## src/hw/rtl/bwcm_pkg.sv

```systemverilog
`timescale 1ns / 1ps
`default_nettype none

package bwcm_pkg;

   // Fixed field and state widths.
   localparam int CODE_W      = 16;
   localparam int OUT_W       = 16;
   localparam int N_W         = 8;
   localparam int RATE_W      = 10;
   localparam int SC_W        = 25;
   localparam int SS_W        = 24;
   localparam int CHARGE_W    = 32;
   localparam int Q_FRAC_BITS = 16;

   localparam int CSR_INDEX_W = 1;
   localparam int CSR_DATA_W  = 10;

   // Shared divider operand widths. Every dividend that the back end forms stays below 2^47.
   localparam int DIVIDEND_W = 48;
   localparam int DIVISOR_W  = 30;

   // Scaling constants. Current offset 2 * 0.3531 A gives 706200 in units of 1e-6.
   localparam logic [21:0] K_CUR_GAIN    = 22'd2500000;
   localparam logic [19:0] K_CUR_OFFSET  = 20'd706200;
   localparam logic [8:0]  K_CUR_DEN     = 9'd264;
   localparam logic [12:0] K_SUP_GAIN    = 13'd5000;
   localparam logic [13:0] K_BAT_GAIN    = 14'd13000;
   localparam logic [19:0] K_CHARGE_DEN  = 20'd950400;

   // Power divides by 1000 as a shift by 3 and a multiplication by 2^36/125, rounded up.
   // The rounding error stays below one count for every product of two 16-bit values.
   localparam int          PWR_PRE_SHIFT   = 3;
   localparam int          PWR_RECIP_SHIFT = 36;
   localparam logic [29:0] K_PWR_RECIP     = 30'd549755814;

   localparam logic [N_W-1:0]    WINDOW_RESET = 8'd50;
   localparam logic [RATE_W-1:0] RATE_RESET   = 10'd100;

   typedef enum logic [CSR_INDEX_W-1:0] {
      CSR_WINDOW_LENGTH = 1'b0,
      CSR_SAMPLE_RATE   = 1'b1
   } csr_index_type;

   typedef struct packed {
      logic                   en;
      logic [CSR_INDEX_W-1:0] index;
      logic [CSR_DATA_W-1:0]  data;
   } csr_write_type;

   // One closed window, handed from the front end to the back end.
   typedef struct packed {
      logic [SC_W-1:0]   sc;
      logic [SS_W-1:0]   ss;
      logic [SS_W-1:0]   sb;
      logic [N_W-1:0]    n;
      logic [RATE_W-1:0] rate;
   } job_type;

   typedef struct packed {
      logic                  start;
      logic [DIVIDEND_W-1:0] dividend;
      logic [DIVISOR_W-1:0]  divisor;
   } div_req_type;

   typedef struct packed {
      logic                  busy;
      logic                  done;
      logic [DIVIDEND_W-1:0] quotient;
      logic [DIVISOR_W-1:0]  remainder;
   } div_rsp_type;

endpackage

`default_nettype wire

```

## src/hw/rtl/bwcm_div.sv

```systemverilog
`timescale 1ns / 1ps
`default_nettype none

module bwcm_div
   import bwcm_pkg::*;
(
   input  wire logic        clock,
   input  wire logic        reset,
   input  wire div_req_type div_req,
   output div_rsp_type      div_rsp
);

   localparam int CNT_W = $clog2(DIVIDEND_W + 1);

   logic [DIVIDEND_W-1:0] quo_ff, quo_in;
   logic [DIVISOR_W-1:0]  rem_ff, rem_in;
   logic [DIVISOR_W-1:0]  dvs_ff, dvs_in;
   logic [CNT_W-1:0]      cnt_ff, cnt_in;
   logic                  busy_ff, busy_in;
   logic                  done_ff, done_in;

   logic [DIVISOR_W:0]    trial;
   logic                  fits;

   // Restoring division, one quotient bit a cycle. The dividend shifts out at the top
   // of quo_ff while the quotient bits shift in at the bottom.
   assign trial = {rem_ff, quo_ff[DIVIDEND_W-1]};
   assign fits  = (trial >= {1'b0, dvs_ff});

   always_comb begin
      quo_in  = quo_ff;
      rem_in  = rem_ff;
      dvs_in  = dvs_ff;
      cnt_in  = cnt_ff;
      busy_in = busy_ff;
      done_in = 1'b0;
      if (div_req.start) begin
         quo_in  = div_req.dividend;
         rem_in  = '0;
         dvs_in  = div_req.divisor;
         cnt_in  = CNT_W'(DIVIDEND_W);
         busy_in = 1'b1;
      end else if (busy_ff) begin
         quo_in = {quo_ff[DIVIDEND_W-2:0], fits};
         rem_in = fits ? DIVISOR_W'(trial - {1'b0, dvs_ff}) : trial[DIVISOR_W-1:0];
         cnt_in = cnt_ff - CNT_W'(1);
         if (cnt_ff == CNT_W'(1)) begin
            busy_in = 1'b0;
            done_in = 1'b1;
         end
      end
   end

   always_ff @(posedge clock) begin
      quo_ff <= quo_in;
      rem_ff <= rem_in;
      dvs_ff <= dvs_in;
      cnt_ff <= cnt_in;
      if (reset) begin
         busy_ff <= 1'b0;
         done_ff <= 1'b0;
      end else begin
         busy_ff <= busy_in;
         done_ff <= done_in;
      end
   end

   assign div_rsp.busy      = busy_ff;
   assign div_rsp.done      = done_ff;
   assign div_rsp.quotient  = quo_ff;
   assign div_rsp.remainder = rem_ff;

endmodule

`default_nettype wire

```

## src/hw/rtl/bwcm_queue.sv

```systemverilog
`timescale 1ns / 1ps
`default_nettype none

module bwcm_queue
   import bwcm_pkg::*;
#(
   parameter int DEPTH = 2
) (
   input  wire logic    clock,
   input  wire logic    reset,
   input  wire logic    push_valid,
   input  wire job_type push_data,
   output logic         full,
   output logic         pop_valid,
   output job_type      pop_data,
   input  wire logic    pop
);

   localparam int PTR_W = (DEPTH > 1) ? $clog2(DEPTH) : 1;
   localparam int CNT_W = $clog2(DEPTH + 1);

   job_type          entry_ff [DEPTH];
   logic [PTR_W-1:0] wr_ptr_ff, wr_ptr_in;
   logic [PTR_W-1:0] rd_ptr_ff, rd_ptr_in;
   logic [CNT_W-1:0] count_ff, count_in;
   logic             do_push;
   logic             do_pop;

   assign full      = (count_ff == CNT_W'(DEPTH));
   assign pop_valid = (count_ff != '0);
   assign pop_data  = entry_ff[rd_ptr_ff];
   assign do_push   = push_valid && !full;
   assign do_pop    = pop && pop_valid;

   always_comb begin
      wr_ptr_in = wr_ptr_ff;
      rd_ptr_in = rd_ptr_ff;
      count_in  = count_ff;
      if (do_push) begin
         wr_ptr_in = (wr_ptr_ff == PTR_W'(DEPTH - 1)) ? '0 : wr_ptr_ff + PTR_W'(1);
      end
      if (do_pop) begin
         rd_ptr_in = (rd_ptr_ff == PTR_W'(DEPTH - 1)) ? '0 : rd_ptr_ff + PTR_W'(1);
      end
      if (do_push && !do_pop) begin
         count_in = count_ff + CNT_W'(1);
      end else if (do_pop && !do_push) begin
         count_in = count_ff - CNT_W'(1);
      end
   end

   always_ff @(posedge clock) begin
      if (do_push) begin
         entry_ff[wr_ptr_ff] <= push_data;
      end
      if (reset) begin
         wr_ptr_ff <= '0;
         rd_ptr_ff <= '0;
         count_ff  <= '0;
      end else begin
         wr_ptr_ff <= wr_ptr_in;
         rd_ptr_ff <= rd_ptr_in;
         count_ff  <= count_in;
      end
   end

endmodule

`default_nettype wire

```

## src/hw/rtl/bwcm_front.sv

```systemverilog
`timescale 1ns / 1ps
`default_nettype none

module bwcm_front
   import bwcm_pkg::*;
#(
   parameter int ADC_BITS = 16
) (
   input  wire logic              clock,
   input  wire logic              reset,
   input  wire csr_write_type     csr,
   input  wire logic              req_valid,
   output logic                   req_stall,
   input  wire logic [CODE_W-1:0] req_current_b_raw,
   input  wire logic [CODE_W-1:0] req_current_a_raw,
   input  wire logic [CODE_W-1:0] req_supply_raw,
   input  wire logic [CODE_W-1:0] req_battery_raw,
   output logic                   push_valid,
   output job_type                push_data,
   input  wire logic              push_full
);

   localparam logic [CODE_W-1:0] ADC_MASK = CODE_W'((17'd1 << ADC_BITS) - 17'd1);

   logic [N_W-1:0]    window_length_ff, window_length_in;
   logic [RATE_W-1:0] sample_rate_ff, sample_rate_in;
   logic [N_W-1:0]    scan_count_ff, scan_count_in;
   logic [SC_W-1:0]   sc_ff, sc_in;
   logic [SS_W-1:0]   ss_ff, ss_in;
   logic [SS_W-1:0]   sb_ff, sb_in;

   logic [N_W-1:0]    win;
   logic              closing;
   logic              accept;

   assign win     = (window_length_ff == '0) ? N_W'(1) : window_length_ff;
   assign closing = (scan_count_ff >= win);

   // Only a window-closing transaction needs room in the queue.
   assign req_stall  = closing && push_full;
   assign accept     = req_valid && !req_stall;
   assign push_valid = accept && closing;

   assign push_data.sc   = sc_ff;
   assign push_data.ss   = ss_ff;
   assign push_data.sb   = sb_ff;
   assign push_data.n    = scan_count_ff;
   assign push_data.rate = (sample_rate_ff == '0) ? RATE_W'(1) : sample_rate_ff;

   always_comb begin
      window_length_in = window_length_ff;
      sample_rate_in   = sample_rate_ff;
      if (csr.en) begin
         case (csr.index)
            CSR_WINDOW_LENGTH: window_length_in = csr.data[N_W-1:0];
            CSR_SAMPLE_RATE:   sample_rate_in   = csr.data[RATE_W-1:0];
            default: ;
         endcase
      end
   end

   always_comb begin
      scan_count_in = scan_count_ff;
      sc_in         = sc_ff;
      ss_in         = ss_ff;
      sb_in         = sb_ff;
      if (accept) begin
         if (closing) begin
            scan_count_in = '0;
            sc_in         = '0;
            ss_in         = '0;
            sb_in         = '0;
         end else begin
            scan_count_in = scan_count_ff + N_W'(1);
            sc_in = sc_ff + SC_W'(req_current_b_raw & ADC_MASK)
                          + SC_W'(req_current_a_raw & ADC_MASK);
            ss_in = ss_ff + SS_W'(req_supply_raw & ADC_MASK);
            sb_in = sb_ff + SS_W'(req_battery_raw & ADC_MASK);
         end
      end
   end

   always_ff @(posedge clock) begin
      if (reset) begin
         window_length_ff <= WINDOW_RESET;
         sample_rate_ff   <= RATE_RESET;
         scan_count_ff    <= '0;
         sc_ff            <= '0;
         ss_ff            <= '0;
         sb_ff            <= '0;
      end else begin
         window_length_ff <= window_length_in;
         sample_rate_ff   <= sample_rate_in;
         scan_count_ff    <= scan_count_in;
         sc_ff            <= sc_in;
         ss_ff            <= ss_in;
         sb_ff            <= sb_in;
      end
   end

endmodule

`default_nettype wire

```

## src/hw/rtl/bwcm_back.sv

```systemverilog
`timescale 1ns / 1ps
`default_nettype none

module bwcm_back
   import bwcm_pkg::*;
#(
   parameter int ADC_BITS = 16
) (
   input  wire logic         clock,
   input  wire logic         reset,
   input  wire logic         q_valid,
   input  wire job_type      q_data,
   output logic              q_pop,
   output logic              rsp_valid,
   input  wire logic         rsp_stall,
   output logic [OUT_W-1:0]  rsp_consumption_mah,
   output logic [OUT_W-1:0]  rsp_current_ma,
   output logic [OUT_W-1:0]  rsp_power_mw,
   output logic [OUT_W-1:0]  rsp_supply_mv,
   output logic [OUT_W-1:0]  rsp_battery_mv
);

   localparam int NCP_W     = SC_W + 22;
   localparam int NCN_W     = N_W + 20;
   localparam int NC_W      = NCP_W + 2;
   localparam int SUPP_W    = SS_W + 13;
   localparam int BATP_W    = SS_W + 14;
   localparam int DCUR_W    = N_W + 9;
   localparam int PWRP_W    = 2 * OUT_W;
   localparam int PWRS_W    = PWRP_W - PWR_PRE_SHIFT;
   localparam int PWRM_W    = PWRS_W + $bits(K_PWR_RECIP);
   localparam int EXT_W     = DIVIDEND_W + 1;
   localparam int INC_SHIFT = Q_FRAC_BITS - ADC_BITS;

   typedef enum logic [7:0] {
      ST_IDLE  = 8'b00000001,
      ST_MUL   = 8'b00000010,
      ST_NC    = 8'b00000100,
      ST_LOAD  = 8'b00001000,
      ST_DIV   = 8'b00010000,
      ST_PWR   = 8'b00100000,
      ST_SCALE = 8'b01000000,
      ST_OUT   = 8'b10000000
   } back_state_type;

   typedef enum logic [2:0] {
      OP_INC = 3'd0,
      OP_CUR = 3'd1,
      OP_SUP = 3'd2,
      OP_BAT = 3'd3
   } div_op_type;

   back_state_type state_ff, state_in;
   div_op_type     op_ff, op_in;

   job_type              job_ff;
   logic [NCP_W-1:0]     ncp_ff;
   logic [NCN_W-1:0]     ncn_ff;
   logic [NC_W-1:0]      nc_ff;
   logic [DIVISOR_W-1:0] den_inc_ff;
   logic [DCUR_W-1:0]    den_cur_ff;
   logic [SUPP_W-1:0]    sup_prod_ff;
   logic [BATP_W-1:0]    bat_prod_ff;
   logic [PWRP_W-1:0]    pwr_prod_ff;
   logic [OUT_W-1:0]     cur_ff;
   logic [OUT_W-1:0]     sup_ff;
   logic [OUT_W-1:0]     bat_ff;
   logic [OUT_W-1:0]     pwr_ff;
   logic [CHARGE_W-1:0]  charge_ff, charge_in;

   logic                 rsp_valid_ff, rsp_valid_in;
   logic [OUT_W-1:0]     rsp_mah_ff;
   logic [OUT_W-1:0]     rsp_cur_ff;
   logic [OUT_W-1:0]     rsp_pwr_ff;
   logic [OUT_W-1:0]     rsp_sup_ff;
   logic [OUT_W-1:0]     rsp_bat_ff;

   div_req_type          div_req;
   div_rsp_type          div_rsp;

   logic                 nc_neg;
   logic [NC_W-1:0]      nc_mag;
   logic [DIVIDEND_W-1:0] dividend_sel;
   logic [DIVISOR_W-1:0] divisor_sel;
   logic                 div_done;
   logic                 load_out;
   logic [EXT_W-1:0]     charge_ext;
   logic [EXT_W-1:0]     step_up;
   logic [EXT_W-1:0]     step_down;
   logic [PWRM_W-1:0]    pwr_scaled;

   function automatic logic [OUT_W-1:0] sat16(input logic [DIVIDEND_W-1:0] q);
      logic [OUT_W-1:0] r;
      r = (|q[DIVIDEND_W-1:OUT_W]) ? '1 : q[OUT_W-1:0];
      return r;
   endfunction

   bwcm_div u_div (
      .clock   (clock),
      .reset   (reset),
      .div_req (div_req),
      .div_rsp (div_rsp)
   );

   assign nc_neg   = nc_ff[NC_W-1];
   assign nc_mag   = nc_neg ? (~nc_ff + NC_W'(1)) : nc_ff;
   assign div_done = (state_ff == ST_DIV) && div_rsp.done;
   assign load_out = (state_ff == ST_OUT) && (!rsp_valid_ff || !rsp_stall);

   assign pwr_scaled = PWRM_W'(pwr_prod_ff >> PWR_PRE_SHIFT) * PWRM_W'(K_PWR_RECIP);

   // Averages divide by the window's scan count; the full-scale factor is a plain shift.
   always_comb begin
      case (op_ff)
         OP_INC: begin
            dividend_sel = DIVIDEND_W'(nc_mag << INC_SHIFT);
            divisor_sel  = den_inc_ff;
         end
         OP_CUR: begin
            dividend_sel = nc_neg ? '0 : DIVIDEND_W'(nc_ff >> ADC_BITS);
            divisor_sel  = DIVISOR_W'(den_cur_ff);
         end
         OP_SUP: begin
            dividend_sel = DIVIDEND_W'(sup_prod_ff >> ADC_BITS);
            divisor_sel  = DIVISOR_W'(job_ff.n);
         end
         OP_BAT: begin
            dividend_sel = DIVIDEND_W'(bat_prod_ff >> ADC_BITS);
            divisor_sel  = DIVISOR_W'(job_ff.n);
         end
         default: begin
            dividend_sel = '0;
            divisor_sel  = DIVISOR_W'(1);
         end
      endcase
   end

   always_comb begin
      state_in        = state_ff;
      op_in           = op_ff;
      q_pop           = 1'b0;
      div_req.start    = 1'b0;
      div_req.dividend = dividend_sel;
      div_req.divisor  = divisor_sel;
      case (state_ff)
         ST_IDLE: begin
            if (q_valid) begin
               q_pop    = 1'b1;
               state_in = ST_MUL;
            end
         end
         ST_MUL: state_in = ST_NC;
         ST_NC: begin
            op_in    = OP_INC;
            state_in = ST_LOAD;
         end
         ST_LOAD: begin
            div_req.start = 1'b1;
            state_in      = ST_DIV;
         end
         ST_DIV: begin
            if (div_rsp.done) begin
               case (op_ff)
                  OP_INC: begin
                     op_in    = OP_CUR;
                     state_in = ST_LOAD;
                  end
                  OP_CUR: begin
                     op_in    = OP_SUP;
                     state_in = ST_LOAD;
                  end
                  OP_SUP: begin
                     op_in    = OP_BAT;
                     state_in = ST_LOAD;
                  end
                  OP_BAT: state_in = ST_PWR;
                  default: state_in = ST_IDLE;
               endcase
            end
         end
         ST_PWR: state_in = ST_SCALE;
         ST_SCALE: state_in = ST_OUT;
         ST_OUT: begin
            if (load_out) begin
               state_in = ST_IDLE;
            end
         end
         default: state_in = ST_IDLE;
      endcase
   end

   // The charge step is floored, so a negative step with a remainder takes one more count.
   always_comb begin
      charge_ext = EXT_W'(charge_ff);
      step_up    = charge_ext + EXT_W'(div_rsp.quotient);
      step_down  = EXT_W'(div_rsp.quotient) + EXT_W'(|div_rsp.remainder);
      if (nc_neg) begin
         charge_in = (charge_ext >= step_down) ? CHARGE_W'(charge_ext - step_down) : '0;
      end else begin
         charge_in = (|step_up[EXT_W-1:CHARGE_W]) ? '1 : step_up[CHARGE_W-1:0];
      end
   end

   always_comb begin
      rsp_valid_in = rsp_valid_ff;
      if (load_out) begin
         rsp_valid_in = 1'b1;
      end else if (!rsp_stall) begin
         rsp_valid_in = 1'b0;
      end
   end

   always_ff @(posedge clock) begin
      if (state_ff == ST_IDLE && q_valid) begin
         job_ff <= q_data;
      end
      if (state_ff == ST_MUL) begin
         ncp_ff     <= NCP_W'(job_ff.sc) * NCP_W'(K_CUR_GAIN);
         ncn_ff     <= NCN_W'(job_ff.n) * NCN_W'(K_CUR_OFFSET);
         den_inc_ff <= DIVISOR_W'(job_ff.rate) * DIVISOR_W'(K_CHARGE_DEN);
      end
      if (state_ff == ST_NC) begin
         nc_ff       <= NC_W'(ncp_ff) - (NC_W'(ncn_ff) << ADC_BITS);
         sup_prod_ff <= SUPP_W'(job_ff.ss) * SUPP_W'(K_SUP_GAIN);
         bat_prod_ff <= BATP_W'(job_ff.sb) * BATP_W'(K_BAT_GAIN);
         den_cur_ff  <= DCUR_W'(job_ff.n) * DCUR_W'(K_CUR_DEN);
      end
      if (div_done) begin
         case (op_ff)
            OP_CUR:  cur_ff <= sat16(div_rsp.quotient);
            OP_SUP:  sup_ff <= sat16(div_rsp.quotient);
            OP_BAT:  bat_ff <= sat16(div_rsp.quotient);
            default: ;
         endcase
      end
      if (state_ff == ST_PWR) begin
         pwr_prod_ff <= PWRP_W'(cur_ff) * PWRP_W'(bat_ff);
      end
      if (state_ff == ST_SCALE) begin
         pwr_ff <= sat16(DIVIDEND_W'(pwr_scaled >> PWR_RECIP_SHIFT));
      end
      if (load_out) begin
         rsp_mah_ff <= charge_ff[CHARGE_W-1:CHARGE_W-OUT_W];
         rsp_cur_ff <= cur_ff;
         rsp_pwr_ff <= pwr_ff;
         rsp_sup_ff <= sup_ff;
         rsp_bat_ff <= bat_ff;
      end
      if (reset) begin
         state_ff     <= ST_IDLE;
         op_ff        <= OP_INC;
         charge_ff    <= '0;
         rsp_valid_ff <= 1'b0;
      end else begin
         state_ff     <= state_in;
         op_ff        <= op_in;
         rsp_valid_ff <= rsp_valid_in;
         if (div_done && op_ff == OP_INC) begin
            charge_ff <= charge_in;
         end
      end
   end

   assign rsp_valid           = rsp_valid_ff;
   assign rsp_consumption_mah = rsp_mah_ff;
   assign rsp_current_ma      = rsp_cur_ff;
   assign rsp_power_mw        = rsp_pwr_ff;
   assign rsp_supply_mv       = rsp_sup_ff;
   assign rsp_battery_mv      = rsp_bat_ff;

endmodule

`default_nettype wire

```

## src/hw/rtl/battery_window_coulomb_monitor.sv

```systemverilog
// Battery window monitor with coulomb counter. Each request transaction carries one scan of
// two current codes, a supply code and a battery code. Scans are summed until the open window
// holds window_length of them; the next scan closes the window, its codes are dropped, and it
// produces one response transaction with the window averages (mA, mV, mW) and the running
// charge in mAh, each saturated to 16 bits. A scan that only accumulates is taken back to
// back. A closed window is queued and worked out by the back end with the shared 48-step
// restoring divider, which runs four divisions in turn, one quotient bit per cycle; power
// is then formed as a product and scaled by a constant reciprocal.
// While the queue is full, only a window-closing scan is stalled.
// Registers are window_length (index 0) and sample_rate_hz (index 1); a value of zero in
// either acts as one.
`timescale 1ns / 1ps
`default_nettype none

module battery_window_coulomb_monitor
   import bwcm_pkg::*;
#(
   parameter int ADC_BITS    = 16,
   parameter int QUEUE_DEPTH = 2
) (
   input  wire logic                   clock,
   input  wire logic                   reset,
   input  wire logic                   csr_wr_en,
   input  wire logic [CSR_INDEX_W-1:0] csr_index,
   input  wire logic [CSR_DATA_W-1:0]  csr_wdata,
   input  wire logic                   req_valid,
   output logic                        req_stall,
   input  wire logic [CODE_W-1:0]      req_current_b_raw,
   input  wire logic [CODE_W-1:0]      req_current_a_raw,
   input  wire logic [CODE_W-1:0]      req_supply_raw,
   input  wire logic [CODE_W-1:0]      req_battery_raw,
   output logic                        rsp_valid,
   input  wire logic                   rsp_stall,
   output logic [OUT_W-1:0]            rsp_consumption_mah,
   output logic [OUT_W-1:0]            rsp_current_ma,
   output logic [OUT_W-1:0]            rsp_power_mw,
   output logic [OUT_W-1:0]            rsp_supply_mv,
   output logic [OUT_W-1:0]            rsp_battery_mv
);

   csr_write_type csr;
   logic          push_valid;
   job_type       push_data;
   logic          q_full;
   logic          q_valid;
   job_type       q_data;
   logic          q_pop;

   assign csr.en    = csr_wr_en;
   assign csr.index = csr_index;
   assign csr.data  = csr_wdata;

   bwcm_front #(
      .ADC_BITS (ADC_BITS)
   ) u_front (
      .clock             (clock),
      .reset             (reset),
      .csr               (csr),
      .req_valid         (req_valid),
      .req_stall         (req_stall),
      .req_current_b_raw (req_current_b_raw),
      .req_current_a_raw (req_current_a_raw),
      .req_supply_raw    (req_supply_raw),
      .req_battery_raw   (req_battery_raw),
      .push_valid        (push_valid),
      .push_data         (push_data),
      .push_full         (q_full)
   );

   bwcm_queue #(
      .DEPTH (QUEUE_DEPTH)
   ) u_queue (
      .clock      (clock),
      .reset      (reset),
      .push_valid (push_valid),
      .push_data  (push_data),
      .full       (q_full),
      .pop_valid  (q_valid),
      .pop_data   (q_data),
      .pop        (q_pop)
   );

   bwcm_back #(
      .ADC_BITS (ADC_BITS)
   ) u_back (
      .clock               (clock),
      .reset               (reset),
      .q_valid             (q_valid),
      .q_data              (q_data),
      .q_pop               (q_pop),
      .rsp_valid           (rsp_valid),
      .rsp_stall           (rsp_stall),
      .rsp_consumption_mah (rsp_consumption_mah),
      .rsp_current_ma      (rsp_current_ma),
      .rsp_power_mw        (rsp_power_mw),
      .rsp_supply_mv       (rsp_supply_mv),
      .rsp_battery_mv      (rsp_battery_mv)
   );

   // A closed window must never be pushed into a full queue.
   a_no_push_when_full: assert property (@(posedge clock) disable iff (reset)
      push_valid |-> !q_full)
      else $error("window pushed into a full queue");

   // The request side is held off only for lack of queue space.
   a_stall_needs_full: assert property (@(posedge clock) disable iff (reset)
      req_stall |-> q_full)
      else $error("request stalled while the queue has room");

   a_pop_needs_entry: assert property (@(posedge clock) disable iff (reset)
      q_pop |-> q_valid)
      else $error("back end popped an empty queue");

   // Power is derived from the current average, so zero current must give zero power.
   a_power_follows_current: assert property (@(posedge clock) disable iff (reset)
      (rsp_valid && rsp_current_ma == '0) |-> (rsp_power_mw == '0))
      else $error("non-zero power reported with zero current");

endmodule

`default_nettype wire

```

## config.mk

```make
export PLATFORM = sky130hd
export DESIGN_NAME = battery_window_coulomb_monitor
export DESIGN_NICKNAME = d
export VERILOG_FILES = /design/src/hw/rtl/bwcm_pkg.sv /design/src/hw/rtl/bwcm_div.sv /design/src/hw/rtl/bwcm_queue.sv /design/src/hw/rtl/bwcm_front.sv /design/src/hw/rtl/bwcm_back.sv /design/src/hw/rtl/battery_window_coulomb_monitor.sv
export SDC_FILE = /design/constraint.sdc
export NUM_CORES = 2
export LEC_CHECK = 0
export BUFFER_PORTS_ARGS = -buffer_cell sky130_fd_sc_hd__buf_2
export CORE_ASPECT_RATIO = 1.4
export CORE_UTILIZATION = 30
export CTS_CLUSTER_SIZE = 24
export DETAILED_ROUTE_END_ITERATION = 10
export PLACE_DENSITY = 0.41
export SLEW_MARGIN = 20
export SYNTH_ARGS = -nofsm -noshare
export SYNTH_HDL_FRONTEND = slang
export SYNTH_SLANG_ARGS = --single-unit
```

## constraint.sdc

```tcl
create_clock -name clock -period 20.1 [get_ports clock]
set_clock_uncertainty 0.05 [all_clocks]
set_input_delay 6.03 -clock clock [delete_from_list [all_inputs] [get_ports clock]]
set_output_delay 6.03 -clock clock [all_outputs]
set_load 0.005 [all_outputs]
```

-- Word level (Yosys, flattened, before mapping)
Memory sizes are Yosys's and may differ from the RTL's. A register that Yosys moved wholly into a read port is not among the register bits.
Index checks and enable logic that the tools add are counted.
- register bits: 660
- RAM bits: 182
- bits of input ports: 80
- output and inout port bits: 82
- word-level logic and storage cells: 164
- memories: 1
- memories (memory ; depth ; bits a word ; read ports ; clocked after memory_dff ; write ports ; RTL line ; source):
    u_queue.entry_ff ; 2 ; 91 ; 1 ; 1 ; 1 ; bwcm_queue.sv:22 ; job_type entry_ff [DEPTH];
- add/subtract/negate cells: 16
- $mul: 8
- order comparisons: 3
- equality and inequality tests: 18
- mux-type cells: 40
- bitwise operators: 3
- reduce and logical (&&, ||, !) cells: 39
- operators by type and width (cell ; count):
    $pmux W48 S4 ; 1
    $mux W48 ; 3
    $mux W32 ; 4
    $pmux W30 S3 ; 1
    $pmux W8 S8 ; 1
    $mul A29 B29 Y58 const B ; 1
    $add A25 B16 Y25 ; 2
    $add A32 B48 Y49 ; 1
    $add A48 B1 Y49 ; 1
    $ge A32 B49 Y1 ; 1
    $add A24 B16 Y24 ; 2
    $add A48 B1 Y48 const B ; 1
    $mux W24 ; 2
    $not A48 Y48 ; 1
    $sub A47 B44 Y48 ; 1
    $mul A25 B17 Y42 const B ; 1
    $mux W8 ; 5
    $mul A24 B11 Y35 const B ; 1
    $mul A24 B10 Y34 const B ; 1
    $mul A16 B16 Y32 ; 1
    $reduce_or A32 Y1 ; 1
    $sub A32 B32 Y32 ; 1
    $ge A31 B30 Y1 ; 1
    $mux W30 ; 1
    49 further kinds ; 91

-- Logic depth before layout (Yosys ltp)
- depth in word-level cells: 12
- gate-level depth with buffers: 26
- depth with buffers taken out: 26

-- Cells and area by module
A second synthesis with hierarchy kept.
- cell total of the unflattened synthesis: 7880
- area total of the unflattened synthesis: 83017.1 um^2
- modules (own cells, without submodules) (module ; instances ; cells an instance ; area an instance (um^2) ; sequential area each (um^2)):
    bwcm_back ; 1 ; 6213 ; 63439.6 ; 14493.9
    bwcm_queue ; 1 ; 308 ; 6782.8 ; 5565.3
    bwcm_front ; 1 ; 773 ; 6528.8 ; 1981.9
    bwcm_div ; 1 ; 586 ; 6266.0 ; 3103.0

-- Least setup slack after synthesis
Ideal clock, no wire load.
- path type: input to register
- from: in req_valid
- to: mem u_queue.entry_ff[0][0] in the netlist's numbering (enable)
- setup time: 0.652 ns
- arrival: 12.820 ns
- required time: 19.398 ns
- slack: 6.578 ns
- cell stages on the path: 4
- path buffers: 2
- cell sequence: o21ai_1 -> clkbuf_1 -> buf_1 -> nor3_1
- cells in the longest elaborated chain, start to end: 5
- RTL lines (item ; RTL line ; source):
    start, declared ; battery_window_coulomb_monitor.sv:26 ; input wire logic req_valid,
    $logic_and A1 B1 Y1 ; bwcm_front.sv:41 ; assign accept = req_valid && !req_stall;
    $logic_and A1 B1 Y1 ; bwcm_front.sv:42 ; assign push_valid = accept && closing;
    $logic_and A1 B1 Y1 ; bwcm_queue.sv:32 ; assign do_push = push_valid && !full;
    $mux W1 ; bwcm_queue.sv:53 ; if (do_push) begin
    $mux W1 (implied by the code) ; bwcm_queue.sv:54 ; entry_ff[wr_ptr_ff] <= push_data;
    end, declared ; bwcm_queue.sv:22 ;
No other way between the ends.

-- Final worst setup path
- from: reg u_front.window_length_ff[4]
- to: out req_stall
- cells in the longest elaborated chain, start to end: 4
- RTL lines (item ; RTL line ; source):
    start, declared ; bwcm_front.sv:25 ; logic [N_W-1:0] window_length_ff, window_length_in;
    start signal, assigned ; bwcm_front.sv:92 ; window_length_ff <= window_length_in;
    $logic_not A8 Y1 ; bwcm_front.sv:36 ; assign win = (window_length_ff == '0) ? N_W'(1) : window_length_ff;
    $mux W8 * ; bwcm_front.sv:36 ;
    $ge A8 B8 Y1 * ; bwcm_front.sv:37 ; assign closing = (scan_count_ff >= win);
    $logic_and A1 B1 Y1 * ; bwcm_front.sv:40 ; assign req_stall = closing && push_full;
    end, declared ; battery_window_coulomb_monitor.sv:27 ; output logic req_stall,
Every way passes the cells marked *; elsewhere a longest branch is shown, timed or not.

==> flow_metrics.env <==
export IMPL_clk_latency_ns=0.76
export IMPL_postCtsSetupBuffers=0
export IMPL_syn_nets=9848
export IMPL_synth_area_mm2=0.0820
export IMPL_io_pins=162
export IMPL_via_per_inst=4.74
export IMPL_place_congestion=0.904
export IMPL_layout_drive_gt1_share_pct=6.89
export IMPL_yosysSeqAreaShare_pct=30.6
export IMPL_setup_tns_ns=0
export IMPL_ant_nets=0
export IMPL_crit_path_max_fanout=16
export IMPL_num_fill_cells=27600
export IMPL_hold_violations=0
export IMPL_ys_flop_type="edfxtp_1"
export IMPL_final_area_mm2=0.0906
export IMPL_ys_types=89
export IMPL_start_util_pct=30.2
export IMPL_cp_start_kind="flop"
export IMPL_synth_seq_cells=898
export IMPL_wl_per_cell_um=19.3
export IMPL_grt_pass1_wl_mm=348
export IMPL_rows=226
export IMPL_synth_cells=7782
export IMPL_syn_area_per_cell_um2=10.5
export IMPL_grt_usage_pct=16.3
export IMPL_fin_nets=10000
export IMPL_grt_max_degree=74
export IMPL_via_count=54800
export IMPL_worstMarginPinSlew_ns=1.07
export IMPL_synth_warnings=0
export IMPL_antenna_found_initial=2
export IMPL_slew_violations=0
export IMPL_clock_sinks=898
export IMPL_rsz0062_at_grt="no"
export IMPL_min_period_over_period_pct=46.4
export IMPL_fmax_ghz=0.107
export IMPL_port_buffer_count=161
export IMPL_die_area_mm2=0.275
export IMPL_clock_tree_buffer_depth=3
export IMPL_clockRootBuffer="clkbuf_16"
export IMPL_final_min_clock_period_ns=9.32
export IMPL_hp_class="reg2reg"
export IMPL_post_cts_resized=0
export IMPL_clk_pin_slew_ns=0.07
export IMPL_finalWirelength_mm=223
export IMPL_first_global_vias=59100
export IMPL_overflow=0
export IMPL_hpwlAfterDp_mm=181
export IMPL_drc=0
export IMPL_die_w_um=444
export IMPL_synth_edf_count=714
export IMPL_endpoint_kind="output port"
export IMPL_synthArstFlopShare_pct=0
export IMPL_finalSetupViolCount=0
export IMPL_cp_arrival_ns=3.24
export IMPL_cts_tree="built"
export IMPL_drt_pass1_iter_count=6
export IMPL_coreArea_mm2=0.271
export IMPL_syn2layout_area_growth_pct=10.5
export IMPL_cp_required_ns=14.02
export IMPL_die_y_um=621
export IMPL_crit_type="reg2out"
export IMPL_cap_violations=0
export IMPL_slew_headroom_pct=28.7
export IMPL_status="finished, final reports clean"
export IMPL_numCtsBuffers=101
export IMPL_drtIter0Drc=2220
export IMPL_cts_hold_buf=0
export IMPL_placed_area_mm2=0.0872
export IMPL_cts_max_level=3
==> final timing paths <==
path | slack (ns) | endpoint | depth (start not counted) | startpoint
max | 10.78 | req_stall | 13 | u_front.window_length_ff[4]
min | 0.37 | u_back.nc_ff[15] | 0 | u_back.ncp_ff[15]
max reg2reg | 11.47 | u_back.pwr_ff[12] | 27 | u_back.pwr_prod_ff[20]
min reg2reg | 0.37 | u_back.nc_ff[15] | 0 | u_back.ncp_ff[15]
==> cell usage in the layout (no fill, tap or decap), drive strengths merged, types with 68 or more instances in the layout <==
cell type  netlist  layout
inv           1482    1491
ha            1205    1205
fa             781     781
edfxtp         714     714
nand2          474     474
nor2           396     396
a21oi          309     309
xnor2          236     236
o21ai          230     230
buf             21     229
dfxtp          184     184
xor2           152     152
clkbuf         150     140
and2           127     127
a21o           116     116
nand3          111     111
mux2            97      97
nor3            95      95
nand2b          68      68
nand4           68      68
==> cells by family (layout without fill, tap and decap cells) <==
family          Yosys count  after routing  synth area share (%)
fa+ha+maj              1986           1986                  37.5
buf+inv                1654           1903                  7.59
other cells               0              2                     0
compound gates         1169           1169                  9.35
simple gates           1575           1575                  9.29
flops                   898            898                  30.6
mux                     112            112                  1.52
xor+xnor                388            388                  4.14
==> cell type report <==
type	count	area, µm²	area share (%)
repair buffers	229	1320	1.46
inverters	1483	5570	6.15
clock buffers	140	2750	3.04
clock inverters	51	688	0.759
flip-flops and latches	898	25100	27.7
multi-input cells	5230	50700	56.0
diodes	2	5.00	0.00552
well taps	3534	4420	4.88
==> cell usage after synthesis, drive strengths merged, types with 13 or more instances <==
cell / number / area [µm²]
a2111oi: 13 / 114
a211o: 16 / 140
a211oi: 60 / 450
a21boi: 31 / 233
a21o: 116 / 871
a21oi: 309 / 1550
a222oi: 22 / 220
a22oi: 60 / 450
a31oi: 35 / 219
and2: 127 / 795
and3: 46 / 288
and4: 19 / 166
buf: 21 / 96.4
clkbuf: 150 / 563
dfxtp: 184 / 3680
edfxtp: 714 / 21400
fa: 781 / 15600
ha: 1205 / 15100
inv: 1482 / 5560
mux2: 97 / 1090
mux2i: 15 / 150
nand2: 474 / 1780
nand2b: 68 / 425
nand3: 111 / 561
nand3b: 13 / 97.6
nand4: 68 / 432
nor2: 396 / 1490
nor2b: 30 / 188
nor3: 95 / 487
nor4: 38 / 265
o211ai: 24 / 180
o21a: 53 / 398
o21ai: 230 / 1150
o21bai: 40 / 300
o31ai: 32 / 254
or2: 24 / 153
or3: 32 / 200
or4: 14 / 120
xnor2: 236 / 2070
xor2: 152 / 1330
==> per-layer routing <==
| layer | GRT usage, % | part of all wire [%] |
|---|---|---|
| met5 | 0 | 0 |
| met4 | 4.17 | 2.5 |
| met3 | 1.68 | 2.5 |
| met2 | 31.7 | 54 |
| met1 | 18.7 | 41 |
==> metrics by stage <==
step | util [%] | hold WS (ns) | worst slack, ns | instances
finish | 33.4 | 0.365 | 10.78 | 11600
global route | 33.4 | 0.373 | 10.44 | 11600
floorplan | - | 0.350 | 6.58 | 7782
detailed placement | 32.1 | 0.355 | 10.29 | 11400
global placement | 32.1 | 0.352 | 10.30 | 11400
CTS | 33.4 | 0.369 | 10.61 | 11600
==> flip-flops by register name (all words and copies together), names as in the netlist, 24 cells and up <==
name	cells
u_back.charge_ff	32
u_back.job_ff	91
u_back.nc_ff	43
u_back.ncn_ff	25
u_back.ncp_ff	42
u_back.pwr_prod_ff	29
u_back.u_div.dvs_ff	30
u_back.u_div.quo_ff	48
u_back.u_div.rem_ff	30
u_front.sb_ff	24
u_front.sc_ff	25
u_front.ss_ff	24
u_queue.entry_ff	182
==> critical path, cell delays in order, from the launching register on <==
cell and delay [ns]:
dfxtp_1 0.31, nor4_1 0.32, a41o_1 0.22, ha_1 0.21
nand2b_1 0.14, a21o_1 0.17, a21o_1 0.17, a21oi_1 0.13
nor2b_1 0.06, o21ai_0 0.14, a211o_1 0.14, buf_4 0.28
nor2_1 0.08, buf_2 0.14
Power is left out: the tool's default activity adds up to more than one toggle a clock period on the data nets, which glitch-free logic cannot reach.
